--- config.mk ---
export PLATFORM = sky130hd
export DESIGN_NAME = rtdd_lane
export DESIGN_NICKNAME = d
export VERILOG_FILES = /design/src/hdl/rtdd_pkg.sv /design/src/hdl/rtdd_lane.sv
export SDC_FILE = /design/constraint.sdc
export NUM_CORES = 1
export LEC_CHECK = 0
export BUFFER_PORTS_ARGS = -buffer_cell sky130_fd_sc_hd__clkbuf_2
export CORE_ASPECT_RATIO = 1.25
export CORE_MARGIN = 5
export CORE_UTILIZATION = 46
export CTS_BUF_LIST = sky130_fd_sc_hd__clkbuf_4 sky130_fd_sc_hd__clkbuf_8 sky130_fd_sc_hd__clkbuf_16
export CTS_CLUSTER_SIZE = 10
export DETAILED_ROUTE_END_ITERATION = 8
export PLACE_DENSITY = 0.69
export SLEW_MARGIN = 20
export SYNTH_ARGS = -nofsm -noshare
export SYNTH_HDL_FRONTEND = slang
export SYNTH_SLANG_ARGS = --single-unit
--- constraint.sdc ---
create_clock -name clk -period 7.5 [get_ports clk]
set_clock_uncertainty 0.05 [all_clocks]
set_input_delay 1.5 -clock clk [delete_from_list [all_inputs] [get_ports clk]]
set_output_delay 1.5 -clock clk [all_outputs]
set_load 0.05 [all_outputs]
--- src/hdl/rtdd_pkg.sv ---
// rtdd_pkg: shared types and constants of the RGB 2-D delta encoder.
// Register indexes, sample widths and the stage control struct.
// No dependencies.
`timescale 1ns / 1ps
`default_nettype none

package rtdd_pkg;

	localparam int SAMPLE_W = 8;
	localparam int PIXEL_W  = 3 * SAMPLE_W;
	localparam int CFG_DW   = 13;
	localparam int CFG_IW   = 1;

	localparam logic [CFG_IW-1:0] REG_IMAGE_WIDTH  = 1'b0;
	localparam logic [CFG_IW-1:0] REG_IMAGE_HEIGHT = 1'b1;

	typedef logic [SAMPLE_W-1:0] sample_t;
	typedef logic [PIXEL_W-1:0]  pixel_t;

	// frame position flags of a pixel in flight
	typedef struct packed {
		logic first_col;
		logic first_row;
		logic eof;
	} rtdd_ctl_t;

endpackage

`default_nettype wire

--- src/hdl/rtdd_lane.sv ---
// rtdd_lane: one colour channel of the 2-D delta, with its own left and
// above-left history. Depends on rtdd_pkg.
`timescale 1ns / 1ps
`default_nettype none

module rtdd_lane
	import rtdd_pkg::*;
(
	input  wire logic      clk,
	input  wire logic      adv,
	input  wire rtdd_ctl_t ctl,
	input  wire sample_t   cur,
	input  wire sample_t   above_raw,
	output sample_t        delta
);

	sample_t left_q;
	sample_t above_left_q;
	sample_t above;
	sample_t left;
	sample_t above_left;

	always_comb begin
		above      = ctl.first_row ? '0 : above_raw;
		left       = ctl.first_col ? '0 : left_q;
		above_left = ctl.first_col ? '0 : above_left_q;
		delta      = cur - above - left + above_left;
	end

	always_ff @(posedge clk) begin
		if (adv) begin
			left_q       <= cur;
			above_left_q <= above;
		end
	end

endmodule

`default_nettype wire

==> results.json <==
{
  "cts_tree": "yes",
  "synth_seq_cells": 16,
  "synth_top_area_share_pct": 36.8,
  "worstHoldStart": "cur[5]",
  "worst_pin_slew_ns": 0.426,
  "wl_mm": 2.10,
  "use_met2_pct": 22.1,
  "hold_viol": 0,
  "htreeDepth": 1,
  "nets": 185,
  "synth_cell_type_count": 19,
  "crit_arrival_ns": 4.72,
  "grt_pass1_wl_mm": 3.65,
  "vias": 830,
  "die_w_um": 57.6,
  "start_util_pct": 48.2,
  "drive_above_1_share_pct": 23.4,
  "required_ns": 5.95,
  "cts_buffers": 3,
  "clockBufferDepth": 2,
  "place_inst": 171,
  "ant_nets": 0,
  "ys_seq_area_share_pct": 36.8,
  "portBuffers": 27,
  "drt_pass1_iterations": 4,
  "vias_per_cell": 4.74,
  "area_growth_pct": 15.3,
  "critPathLaunchType": "input pin",
  "yosys.area_share.simple_pct": 13.1,
  "setup_tns_ns": 0,
  "hold_path.class": "in2reg",
  "synth_fa_ha_area_share_pct": 29.1,
  "cts_setup_buffers": 0,
  "antennaDiodeCount": 0,
  "wl_per_cell_um": 12.0,
  "power-per-cell-area_nw_per_um2": 311,
  "synthFlopType": "edfxtp_1",
  "grt_max_degree": 17,
  "crit_top_cell": "fa_1",
  "endpoint_kind": "output port",
  "grt_pass1_vias": 896,
  "cts-root-buf": "clkbuf_4",
  "synth_mux_area_share_pct": 0,
  "p_switching_uw": 247,
  "grtUsageTotal_pct": 11.3,
  "die_h_um": 69.6,
  "synth_xor_area_share_pct": 7.38,
  "path_cells": "clkbuf_2, nand2b_1, fa_1, inv_1, fa_1, inv_1, ha_1, fa_1, a21o_1, a21oi_1, o21bai_1, a21oi_1, xnor2_1, clkbuf_2",
  "crit_path_end": "delta[6]",
  "clk_pin_slew_ns": 0.10,
  "hpwl_mm": 1.82,
  "antenna_found_initial": 0,
  "slew_headroom_pct": 71.6,
  "cts_resized": 0,
  "grt-ovfl-total": 0,
  "avgSynthCellArea_um2": 11.8,
  "finalSetupViolCount": 0,
  "synthCells": 111,
  "min_period_ns": 6.27,
  "intPower_uw": 220,
  "cts_hold_buf": 0,
  "yosysMostFrequentCell": "inv_1",
  "drv_cap": 0,
  "use_met3_pct": 1.68,
  "p_comb_share_pct": 66.9,
  "synth_top_family_by_area": "adder cells",
  "place.gp.congestion": 0.717,
  "slew_viol_final": 0,
  "top_usage_layer": "met2",
  "timing.fmax_ghz": 0.160,
  "core_um2": 2710,
  "drtIter0Drc": 24,
  "dieArea_um2": 4010,
  "synth_commonest_cells": "inv_1 (24), edfxtp_1 (16), fa_1 (14)",
  "syn-num-nets": 154,
  "outcome": "finished, final reports clean",
  "met1_usage_pct": 12.7,
  "io_pins": 29,
  "rows": 21,
  "ys.warnings.count": 0,
  "synth_edf_count": 16,
  "startpoint": "ctl[2]",
  "utilization_pct": 55.6,
  "netlist_area_um2": 1310,
  "rsz0062_at_grt": "false",
  "clkSinkCount": 16,
  "async_flop_share_pct": 0,
  "route.detailed.drc": 0,
  "slowest_delay_ns": 0.50,
  "ir_worst_vdd_mv": 0.187,
  "power.leakage_nw": 0.724,
  "synth_top_area_cell": "edfxtp_1",
  "sw_frac_of_total_pct": 52.8,
  "p_seq_share_pct": 23.1,
  "critPathMaxFanout": 15,
  "finalNonFillerCells": 175,
  "crit_slowest_cell": "fa_1",
  "synth_compound_area_share_pct": 6.33,
  "synth_area_leaders": "edfxtp_1 (37%), fa_1 (21%), ha_1 (7.7%)",
  "p_total_uw": 468,
  "period_share_pct": 83.5,
  "critical_path_class": "in2out",
  "clkPwrFrac_pct": 10.0
}
==> power groups by stage <==
stage          logic (mW)  clock network, mW  registers, mW
6_report            0.313             0.0468          0.108
5_1_grt             0.338             0.0532          0.109
4_1_cts             0.319             0.0482          0.108
3_5_place_dp        0.318                  0          0.110
3_3_place_gp        0.312                  0          0.110
2_1_floorplan       0.258                  0          0.109
==> final cells by class <==
class	count	area, µm²
clock buffers	3	22.5
clock inverters	1	3.75
fillers	237	1200
inverters	24	90.1
multi-input cells	70	731
flip-flops and latches	16	480
well taps	34	42.5
repair buffers	27	135
==> critical path: cells and delay by family <==
kind	cells	cell delay [ns]
AO/OA/AOI/OAI	4	0.69
XOR/XNOR	1	0.13
adder cells (fa/ha/maj)	4	1.59
buffers and inverters	4	0.58
AND/OR/NAND/NOR	1	0.21
==> registers in the layout, indices dropped and copies added (netlist names) <==
signal        cells
left_q            8
above_left_q      8
==> cells by family after synthesis <==
logic type / after synthesis
and+or+nand+nor: 28
buffers and inverters: 25
adders and majority gates: 22
DFF: 16
xor gates and xnor gates: 11
AOI/OAI and AO/OA: 9
==> layer usage <==
layer / routed length, µm / up-vias / share of wire [%]
li1: - / 410 / -
met1: 830 / 399 / 40
met2: 1160 / 21 / 55
met3: 111 / 0 / 5.3
met4: 0 / 0 / 0
met5: 0 / - / 0
==> how the worst min path moves through the flow <==
stage	endpoint	slack [ns]	cells past startpoint
after CTS	left_q[5]	1.34	1
after global routing	left_q[5]	1.34	1
after floorplan	left_q[0]	1.55	0
after global placement	left_q[5]	1.64	1
final	left_q[5]	1.35	1
after detailed placement	left_q[5]	1.65	1
==> layout by cell type, fill, tap and decap left out <==
cell type and count:
o41ai_4 1, o21ai_0 1, a21o_1 2, edfxtp_1 16
inv_1 24, clkbuf_4 3, and2b_1 6, a21oi_1 3
clkbuf_2 27, o21bai_1 1, xnor2_1 9, fa_1 14
ha_1 8, nor2b_1 5, nor2_1 5, a211oi_2 1
nor3_1 1, nand2b_1 10, xor2_1 2, nor2b_2 1
clkinv_1 1
==> through the flow <==
step                setup slack [ns]  hold slack [ns]  instance area, µm²
floorplan                       1.43             1.55                1310
global placement                1.25             1.64                1480
detailed placement              1.20             1.65                1480
CTS                             1.20             1.34                1510
global route                    1.05             1.34                1510
finish                          1.23             1.35                1510
Power figures use the tool's default switching activity.
