==> config.mk <==
export PLATFORM = sky130hd
export DESIGN_NAME = rtdd_merge
export DESIGN_NICKNAME = d
export VERILOG_FILES = /design/src/hdl/rtdd_pkg.sv /design/src/hdl/rtdd_merge.sv
export SDC_FILE = /design/constraint.sdc
export NUM_CORES = 1
export LEC_CHECK = 0
export ABC_AREA = 1
export BUFFER_PORTS_ARGS = -buffer_cell sky130_fd_sc_hd__buf_4
export CAP_MARGIN = 15
export CORE_ASPECT_RATIO = 0.5
export CORE_MARGIN = 3
export CORE_UTILIZATION = 40
export DETAILED_ROUTE_END_ITERATION = 16
export GPL_ROUTABILITY_DRIVEN = 1
export PLACE_DENSITY = 0.78
export SYNTH_ARGS = -nofsm -noshare
export SYNTH_HDL_FRONTEND = slang
export SYNTH_SLANG_ARGS = --single-unit
export TNS_END_PERCENT = 50
==> constraint.sdc <==
create_clock -name clk -period 2.3 [get_ports clk]
set_input_delay 0 -clock clk [delete_from_list [all_inputs] [get_ports clk]]
set_output_delay 0 -clock clk [all_outputs]
set_load 0.02 [all_outputs]
==> src/hdl/rtdd_pkg.sv <==
// rtdd_pkg: shared types and constants of the RGB 2-D delta encoder.
// Register indexes, sample widths and the stage control struct.
// No dependencies.
`timescale 1ns / 1ps
`default_nettype none

package rtdd_pkg;

	localparam int SAMPLE_W = 8;
	localparam int PIXEL_W  = 3 * SAMPLE_W;
	localparam int CFG_DW   = 13;
	localparam int CFG_IW   = 1;

	localparam logic [CFG_IW-1:0] REG_IMAGE_WIDTH  = 1'b0;
	localparam logic [CFG_IW-1:0] REG_IMAGE_HEIGHT = 1'b1;

	typedef logic [SAMPLE_W-1:0] sample_t;
	typedef logic [PIXEL_W-1:0]  pixel_t;

	// frame position flags of a pixel in flight
	typedef struct packed {
		logic first_col;
		logic first_row;
		logic eof;
	} rtdd_ctl_t;

endpackage

`default_nettype wire

==> src/hdl/rtdd_merge.sv <==
// rtdd_merge: combines the three lane deltas into the green-difference
// result and holds it in the output register. Depends on rtdd_pkg.
`timescale 1ns / 1ps
`default_nettype none

module rtdd_merge
	import rtdd_pkg::*;
(
	input  wire logic      clk,
	input  wire logic      arst_n,
	input  wire logic      valid_s1,
	input  wire rtdd_ctl_t ctl_s1,
	input  wire sample_t   d_red,
	input  wire sample_t   d_green,
	input  wire sample_t   d_blue,
	input  wire logic      out_stall,
	output logic           adv,
	output logic           out_valid,
	output sample_t        green_residual,
	output sample_t        red_minus_green,
	output sample_t        blue_minus_green,
	output logic           end_of_frame
);

	assign adv = valid_s1 && (!out_valid || !out_stall);

	always_ff @(posedge clk or negedge arst_n) begin
		if (!arst_n) begin
			out_valid <= 1'b0;
		end else if (adv) begin
			out_valid <= 1'b1;
		end else if (!out_stall) begin
			out_valid <= 1'b0;
		end
	end

	always_ff @(posedge clk) begin
		if (adv) begin
			green_residual   <= d_green;
			red_minus_green  <= d_red - d_green;
			blue_minus_green <= d_blue - d_green;
			end_of_frame     <= ctl_s1.eof;
		end
	end

endmodule

`default_nettype wire

==> results of run 1 <==
## logic make-up (layout without fill, tap and decap cells)
| group | after synthesis | after routing | synth area share, % |
|---|---|---|---|
| and+or+nand+nor | 65 | 65 | 18.9 |
| buffers and inverters | 27 | 99 | 6.89 |
| DFF | 26 | 26 | 52.8 |
| adders and majority gates | 16 | 16 | 14.6 |
| xor gates and xnor gates | 8 | 8 | 4.77 |
| AOI/OAI and AO/OA | 6 | 6 | 2.04 |
## flip-flops by register name (all words and copies together) (netlist names)
name	cells
blue_minus_green	8
green_residual	8
red_minus_green	8
end_of_frame	1
out_valid	1
## power breakdown
group	switching, mW	leakage (nW)	internal, mW	total, mW
Clock	0.151	0.0357	0.233	0.384
Combinational	0.188	0.792	0.164	0.352
Sequential	0.0112	0.249	0.574	0.585
Total	0.350	1.08	0.971	1.32
## per-layer routing
layer	vias to the layer above	wire, µm	track usage (%)
li1	621	-	-
met1	559	1340	16.8
met2	38	1730	28.2
met3	2	175	2.93
met4	0	13	2.22
met5	-	0	0
## timing repair
action	in CTS	in global routing
resized for setup	0	0
hold buffers	12	0
endpoints found under the hold margin	11	0
## worst max-delay path, stage by stage
cell and delay [ns]:
dlygate4sd3_1 0.53, buf_4 0.12, ha_1 0.14, inv_1 0.06, fa_1 0.40, nand2_1 0.08
nand2_1 0.07, nand3b_1 0.11, nand2_1 0.06, nand2_1 0.06, nand2_1 0.04
## path summary, 6_finish.rpt
path                            slack (ns)                       endpoint  cells past startpoint                  start
worst max register to register        0.84    green_residual[4]$_DFFE_PP_                      2  out_valid$_DFFE_PN0P_
worst max-delay path                  0.67  blue_minus_green[6]$_DFFE_PP_                     11             d_green[0]
worst min register to register        0.77  blue_minus_green[4]$_DFFE_PP_                      1  out_valid$_DFFE_PN0P_
worst min-delay path                  0.04          out_valid$_DFFE_PN0P_                      2                 arst_n
max in group asynchronous             2.18          out_valid$_DFFE_PN0P_                      2                 arst_n
min in group clk                      0.08   red_minus_green[1]$_DFFE_PP_                      2               d_red[1]
## final cells by class
type,instances,share of cell area (%)
clock buffer,3,1.91
clock inverter,1,1.39
inverter,27,4.70
multi-input combinational,95,27.7
sequential,26,35.9
tap,48,2.78
timing repair buffer,68,25.6
## layout by cell type (no fill, tap or decap), types with 4 or more instances in the layout
| cell type | n |
|---|---|
| nor2_1 | 5 |
| a21oi_1 | 5 |
| edfxtp_1 | 25 |
| dlygate4sd3_1 | 12 |
| nand3_1 | 7 |
| ha_1 | 14 |
| buf_4 | 55 |
| nand2_1 | 45 |
| inv_1 | 27 |
| nand3b_1 | 4 |
| xor2_1 | 5 |
==> impl_metrics.ini, run 1 <==
[clock_tree]
cts_buffers = 3
h-tree-depth = 1
cts_tree = done
cts_buffer_depth = 2
clock_latency_ns = 0.27
clkTransAtPathRegs_ns = 0.09
cts_setup_buffers = 0
clkSinkCount = 26
clockRootBuffer = clkbuf_8

[placed_design]
place_congestion = 0.826
dp.cells = 252
dp_slack_ns = 0.815
post-dp-hpwl_mm = 2.53
port_buffers = 55
place_area_um2 = 1970

[die]
die_area_um2 = 4480
rows = 14
die-width_um = 91.7
die_y_um = 48.9
start_util_pct = 45.4
io_pins = 58
core-area_um2 = 3240

[yosys]
ys_seq_area_share_pct = 52.8
synth_edf_count = 25
mappedNetlistArea_um2 = 1470
syn_inst = 148
async_reset_ff_share_pct = 3.85
synth.distinct_cells = 14
synth_seq_cells = 26
ys_top_cells_by_count = nand2_1 (45), inv_1 (27), edfxtp_1 (25)
syn-num-nets = 195
synth_top_area_share_pct = 51.1
avgSynthCellArea_um2 = 9.93
synth.most_common_cell = nand2_1
synth_area_leaders = edfxtp_1 (51%), ha_1 (12%), nand2_1 (11%), inv_1 (6.9%), xor2_1 (3.0%)
synth_top_area_cell = edfxtp_1
yosysWarnings = 0
synth_ff_type = edfxtp_1

[layout]
num-nets-final = 268
post-route-util_pct = 66.6
fill_cells = 247
layout.cells.non_filler = 268
multiInputGateArea_um2 = 597
final_area_um2 = 2160
drive_above_1_share_pct = 28.2
antenna_cells = 0
syn2layout_area_growth_pct = 46.8
regArea_um2 = 776

[sta]
post-route-period-util_pct = 70.7
worst_slack_ns = 0.673
finalSetupViolCount = 0
min_period_ns = 1.63
slew_viol_final = 0
tightest_slew_ns = 0.604
rsz0062_at_grt = no
holdWs_ns = 0.0418
fin_setup_tns_ns = 0
timing.fmax_mhz = 615
hold_viol = 0
fin_worst_skew_ns = 0.00199
slew_headroom_pct = 59.7

[grt]
grt_pass1_vias = 1176
overflow = 0
globalRouteTotalUtil_pct = 14.5
grt_antenna_before_repair = 0
grt_pass1_wl_mm = 5.20
grt_max_degree = 19

[routing]
ant_nets = 0
routed_wl_mm = 3.25
drc = 0
first_iter_violations = 38
vias = 1220
wl_per_cell_um = 12.1
vias_per_cell = 4.55
firstDrtPassIters = 4

[critical_path]
startpoint_type = input port
cp.required_ns = 2.34
worstPathArrival_ns = 1.67
crit_path_end_kind = flip-flop
worstPathMaxFanout = 3
path_class = input port to flip-flop

[power]
peakVddDrop_mv = 0.257
p_total_mw = 1.32
power_density_nw_per_um2 = 612
power_leakage_nw = 1.08

[run_status]
status = completed

[flow_run]
drv_cap = 0

[hold_path]
min_path_type = input port to async pin
Note: power is estimated with default switching activity, not from simulation.
==> inputs of run 2 (changes only) <==
--- a/config.mk
+++ b/config.mk
@@ -5,7 +5,7 @@
 export SDC_FILE = /design/constraint.sdc
 export NUM_CORES = 1
 export LEC_CHECK = 0
-export ABC_AREA = 1
+export ABC_AREA = 0
 export BUFFER_PORTS_ARGS = -buffer_cell sky130_fd_sc_hd__buf_4
 export CAP_MARGIN = 15
 export CORE_ASPECT_RATIO = 0.5
==> constraint.sdc (replaced) <==
create_clock -name clk -period 1.6 [get_ports clk]
set_input_delay 0 -clock clk [delete_from_list [all_inputs] [get_ports clk]]
set_output_delay 0 -clock clk [all_outputs]
set_load 0.02 [all_outputs]
==> run 2 against run 1 <==
  * Power is 34% higher
  * Core utilization grew 1.6 points
  * Cell count shrank 9.7%
  * First-iteration DRC count grew 140%
  * Die area down 2.9%
==> impl_metrics.ini, run 2 <==
[sta]
hold_viol = 0
slew_headroom_pct = 75.4
tightest_slew_ns = 0.369
fin_setup_tns_ns = 0
timing.fmax_mhz = 630
holdWs_ns = 0.0427
worst_slack_ns = 0.0126
finalSetupViolCount = 0
slew_viol_final = 0
min_period_ns = 1.59
post-route-period-util_pct = 99.2
fin_worst_skew_ns = 0.00529
rsz0062_at_grt = yes

[yosys]
synth_top_area_share_pct = 52.8
mappedNetlistArea_um2 = 1420
synth_area_leaders = edfxtp_1 (53%), ha_1 (12%), xnor2_1 (4.9%), inv_1 (3.7%), a21oi_1 (3.2%)
synth_ff_type = edfxtp_1
synth.distinct_cells = 24
ys_top_cells_by_count = edfxtp_1 (25), ha_1 (14), inv_1 (14)
async_reset_ff_share_pct = 3.85
synth_edf_count = 25
yosysWarnings = 0
syn-num-nets = 163
synth_top_area_cell = edfxtp_1
avgSynthCellArea_um2 = 12.3
syn_inst = 116
synth.most_common_cell = edfxtp_1
ys_seq_area_share_pct = 54.5
synth_seq_cells = 26

[critical_path]
startpoint_type = input port
worstPathArrival_ns = 1.62
path_class = input port to flip-flop
cp.required_ns = 1.63
crit_path_end_kind = flip-flop
worstPathMaxFanout = 7

[placed_design]
dp.cells = 226
place_congestion = 0.779
place_area_um2 = 1970
dp_slack_ns = -0.0517
post-dp-hpwl_mm = 2.45
port_buffers = 55

[layout]
multiInputGateArea_um2 = 643
fill_cells = 253
final_common_cell = buf_4
layout.cells.non_filler = 242
post-route-util_pct = 68.2
drive_above_1_share_pct = 37.1
num-nets-final = 242
final_area_um2 = 2170
regArea_um2 = 776
antenna_cells = 0
final_cell_mix = buf_4 (61), edfxtp_1 (25), inv_1 (13)
largestRegisters = blue_minus_green (8), green_residual (8), red_minus_green (8)
syn2layout_area_growth_pct = 52.9

[power]
swShare_pct = 28.0
power_density_nw_per_um2 = 815
p_int_mw = 1.28
p_comb_share_pct = 30.6
peakVddDrop_mv = 0.328
clkPwrFrac_pct = 21.9
power_leakage_nw = 0.928
p_total_mw = 1.77
seqPwrFrac_pct = 47.5
switching_power_mw = 0.497

[routing]
ant_nets = 0
vias_per_cell = 4.80
firstDrtPassIters = 4
drc = 0
vias = 1161
routed_wl_mm = 3.32
first_iter_violations = 92
wl_per_cell_um = 13.7

[grt]
grt_antenna_before_repair = 0
grt_pass1_wl_mm = 5.24
globalRouteTotalUtil_pct = 15.6
grt_pass1_vias = 1150
overflow = 0
grt_max_degree = 27

[clock_tree]
h-tree-depth = 1
clkTransAtPathRegs_ns = 0.09
cts_setup_buffers = 0
cts_buffers = 3
clockRootBuffer = clkbuf_8
cts_tree = done
cts_buffer_depth = 2
clkSinkCount = 26
clock_latency_ns = 0.27

[die]
core-area_um2 = 3190
io_pins = 58
start_util_pct = 44.6
rows = 14
die-width_um = 90.3
die_area_um2 = 4350
die_y_um = 48.2

[hold_path]
min_path_type = input port to async pin

[run_status]
status = completed

[flow_run]
drv_cap = 0
run 2: kinds of logic after synthesis:
family / synth area share [%]
AOI/OAI and AO/OA: 11.7
xor gates and xnor gates: 6.16
adders and majority gates: 15.1
buffers and inverters: 3.69
DFF: 54.5
and+or+nand+nor: 8.80
run 2: repair_timing:
item                                    CTS  global route
resized for setup                         0             6
endpoints found under the setup margin    0             4
hold buffers                             12             0
endpoints found under the hold margin    11             0
run 2: area by class of cell:
class                      instances  area share (%)
multi-input combinational         76            29.6
timing repair buffer              74            27.5
inverter                          14            2.42
sequential                        26            35.7
clock buffer                       4            2.07
tap                               48            2.76
run 2: final timing paths:
path / startpoint / end / slack, ns / depth (start not counted)
min reg2reg: out_valid$_DFFE_PN0P_ / red_minus_green[2]$_DFFE_PP_ / 0.84 / 2
max: d_green[5] / red_minus_green[7]$_DFFE_PP_ / 0.01 / 8
max reg2reg: out_valid$_DFFE_PN0P_ / out_valid$_DFFE_PN0P_ / 0.33 / 2
min: arst_n / out_valid$_DFFE_PN0P_ / 0.04 / 2
min in group clk: d_red[1] / red_minus_green[1]$_DFFE_PP_ / 0.08 / 2
max in group asynchronous: arst_n / out_valid$_DFFE_PN0P_ / 1.48 / 2
run 2: per-layer routing:
| layer | global-route usage (%) | vias to the layer above | share of wire [%] |
|---|---|---|---|
| li1 | - | 577 | - |
| met1 | 17.6 | 546 | 41 |
| met2 | 31.2 | 36 | 52 |
| met3 | 5.24 | 2 | 6.5 |
| met4 | 2.13 | 0 | 0.42 |
| met5 | 0 | - | 0 |
run 2: power groups by stage:
stage / registers [mW] / clock network (mW) / logic (mW)
finish: 0.842 / 0.388 / 0.543
detailed placement: 0.857 / 0 / 0.501
floorplan: 0.931 / 0 / 0.212
CTS: 0.842 / 0.395 / 0.527
global route: 0.847 / 0.427 / 0.595
global placement: 0.857 / 0 / 0.481
run 2: worst max-delay path: stages:
cell and delay (ns):
dlygate4sd3_1 0.54, buf_4 0.11, inv_1 0.05, ha_2 0.40
nand2_1 0.06, o21ai_0 0.23, a41oi_2 0.08, xnor2_1 0.15
==> inputs of run 3 (changes only) <==
--- a/config.mk
+++ b/config.mk
@@ -8,12 +8,14 @@
 export ABC_AREA = 0
 export BUFFER_PORTS_ARGS = -buffer_cell sky130_fd_sc_hd__buf_4
 export CAP_MARGIN = 15
+export CELL_PAD_IN_SITES_DETAIL_PLACEMENT = 0
+export CELL_PAD_IN_SITES_GLOBAL_PLACEMENT = 1
 export CORE_ASPECT_RATIO = 0.5
 export CORE_MARGIN = 3
-export CORE_UTILIZATION = 40
+export CORE_UTILIZATION = 36
 export DETAILED_ROUTE_END_ITERATION = 16
 export GPL_ROUTABILITY_DRIVEN = 1
-export PLACE_DENSITY = 0.78
+export PLACE_DENSITY = 0.88
 export SYNTH_ARGS = -nofsm -noshare
 export SYNTH_HDL_FRONTEND = slang
 export SYNTH_SLANG_ARGS = --single-unit
==> run 3 against run 2 <==
  * Highest routed layer unchanged
  * Final area is 0.52% lower
  * Routed wire length down 1.7%
  * Global-route usage decreased by 2.0 points
  * Largest cell class unchanged
  * Core utilization decreased by 8.2 points
  * Combinational power down 2%
  * Worst setup slack improved by 0.048 ns
  * Via count fell by 2.3%
  * Critical endpoint is now blue_minus_green[5]$_DFFE_PP_
==> impl_metrics.ini, run 3 (same netlist as run 2, synthesis figures left out) <==
[hold_path]
min_path_type = input port to async pin

[power]
power_leakage_nw = 0.919
peakVddDrop_mv = 0.306
power_density_nw_per_um2 = 816
p_total_mw = 1.77

[critical_path]
ff2ff_setup_slack_ns = 0.34
r2r_cells = 2
worstPathArrival_ns = 1.64
cp.required_ns = 1.70
startpoint_type = input port
crit_path_end_kind = flip-flop
timing.rr.start = out_valid$_DFFE_PN0P_
worstPathMaxFanout = 7
reg2reg_to = out_valid$_DFFE_PN0P_
path_class = input port to flip-flop

[layout]
final_area_um2 = 2160
num-nets-final = 240
largestRegisters = blue_minus_green (8), green_residual (8), red_minus_green (8)
syn2layout_area_growth_pct = 52.1
final_common_cell = buf_4
antenna_cells = 0
drive_above_1_share_pct = 36.5
fill_cells = 310
final_cell_mix = buf_4 (59), edfxtp_1 (25), inv_1 (13)

[die]
io_pins = 58
rows = 15
core-area_um2 = 3600
die_y_um = 50.5
die_area_um2 = 4790
die-width_um = 94.9
start_util_pct = 39.5

[routing]
routed_wl_mm = 3.27
firstDrtPassIters = 4
ant_nets = 0
first_iter_violations = 58
wl_per_cell_um = 13.4
drc = 0
vias = 1134
vias_per_cell = 4.67

[clock_tree]
cts_setup_buffers = 0
clkTransAtPathRegs_ns = 0.08
h-tree-depth = 1
clockRootBuffer = clkbuf_8
clkSinkCount = 26
clock_latency_ns = 0.27
cts_tree = done
cts_buffer_depth = 2
cts_buffers = 3

[grt]
grt_pass1_wl_mm = 5.00
grt_max_degree = 27
overflow = 0
grt_antenna_before_repair = 0
globalRouteTotalUtil_pct = 13.6
grt_pass1_vias = 1072

[placed_design]
place_congestion = 0.769
post-dp-hpwl_mm = 2.42
port_buffers = 55
place_area_um2 = 1960

[sta]
slew_headroom_pct = 76.5
post-route-period-util_pct = 96.2
min_period_ns = 1.54
finalSetupViolCount = 0
hold_viol = 0
rsz0062_at_grt = yes
timing.fmax_mhz = 650
tightest_slew_ns = 0.352
fin_worst_skew_ns = 0.00963
slew_viol_final = 0

[flow_run]
drv_cap = 0

[run_status]
status = completed
## run 3: where the power goes
group	leakage, nW	internal [mW]	total, mW	switching (mW)
Clock	0.0228	0.178	0.389	0.211
Sequential	0.249	0.826	0.842	0.0160
Combinational	0.647	0.266	0.534	0.267
Total	0.919	1.27	1.77	0.494
## run 3: worst max-delay path by stage
stage                          start                             to  cells past startpoint
2_1_floorplan  out_valid$_DFFE_PN0P_  blue_minus_green[0]$_DFFE_PP_                      1
3_3_place_gp                d_red[0]   red_minus_green[6]$_DFFE_PP_                      9
3_5_place_dp                d_red[0]   red_minus_green[6]$_DFFE_PP_                      9
4_1_cts                   d_green[6]   red_minus_green[7]$_DFFE_PP_                      8
5_1_grt                   d_green[5]  blue_minus_green[7]$_DFFE_PP_                      8
6_report                  d_green[5]  blue_minus_green[5]$_DFFE_PP_                      6
## run 3: per-layer routing
metal / wire length [µm] / global-route usage, %
met5: 0 / 0
met4: 70 / 4.78
met3: 199 / 4.04
met2: 1580 / 22.9
met1: 1420 / 16.5
## run 3: worst max-delay path: stages
cell and delay [ns]:
dlygate4sd3_1 0.53, buf_4 0.11, inv_1 0.05, ha_2 0.38, or4b_1 0.45, o2111ai_1 0.12
## run 3: stage by stage
step / setup TNS (ns) / utilization (%) / cells / setup WS, ns / hold WS, ns
floorplan: 0 / - / 116 / 0.109 / -0.296
global placement: 0 / 54.4 / 227 / 0.00347 / -0.225
detailed placement: -0.0731 / 54.4 / 227 / -0.0627 / -0.224
CTS: 0 / 59.0 / 243 / 0.0492 / 0.0298
global route: -0.0342 / 60.0 / 243 / -0.0243 / 0.0375
finish: 0 / 60.0 / 243 / 0.0605 / 0.0365
## run 3: repair_timing
item	4_1_cts	5_1_grt
endpoints found under the setup margin	0	3
endpoints found under the hold margin	11	0
hold buffers	12	0
resized for setup	0	7
## run 3: layout make-up
class	instances	area [µm²]	area share (%)
Sequential cell	26	776	35.9
Timing Repair Buffer	72	583	27.0
Inverter	14	52.6	2.43
Tap cell	51	63.8	2.95
Clock buffer	4	45.0	2.08
Multi-Input combinational cell	76	643	29.7
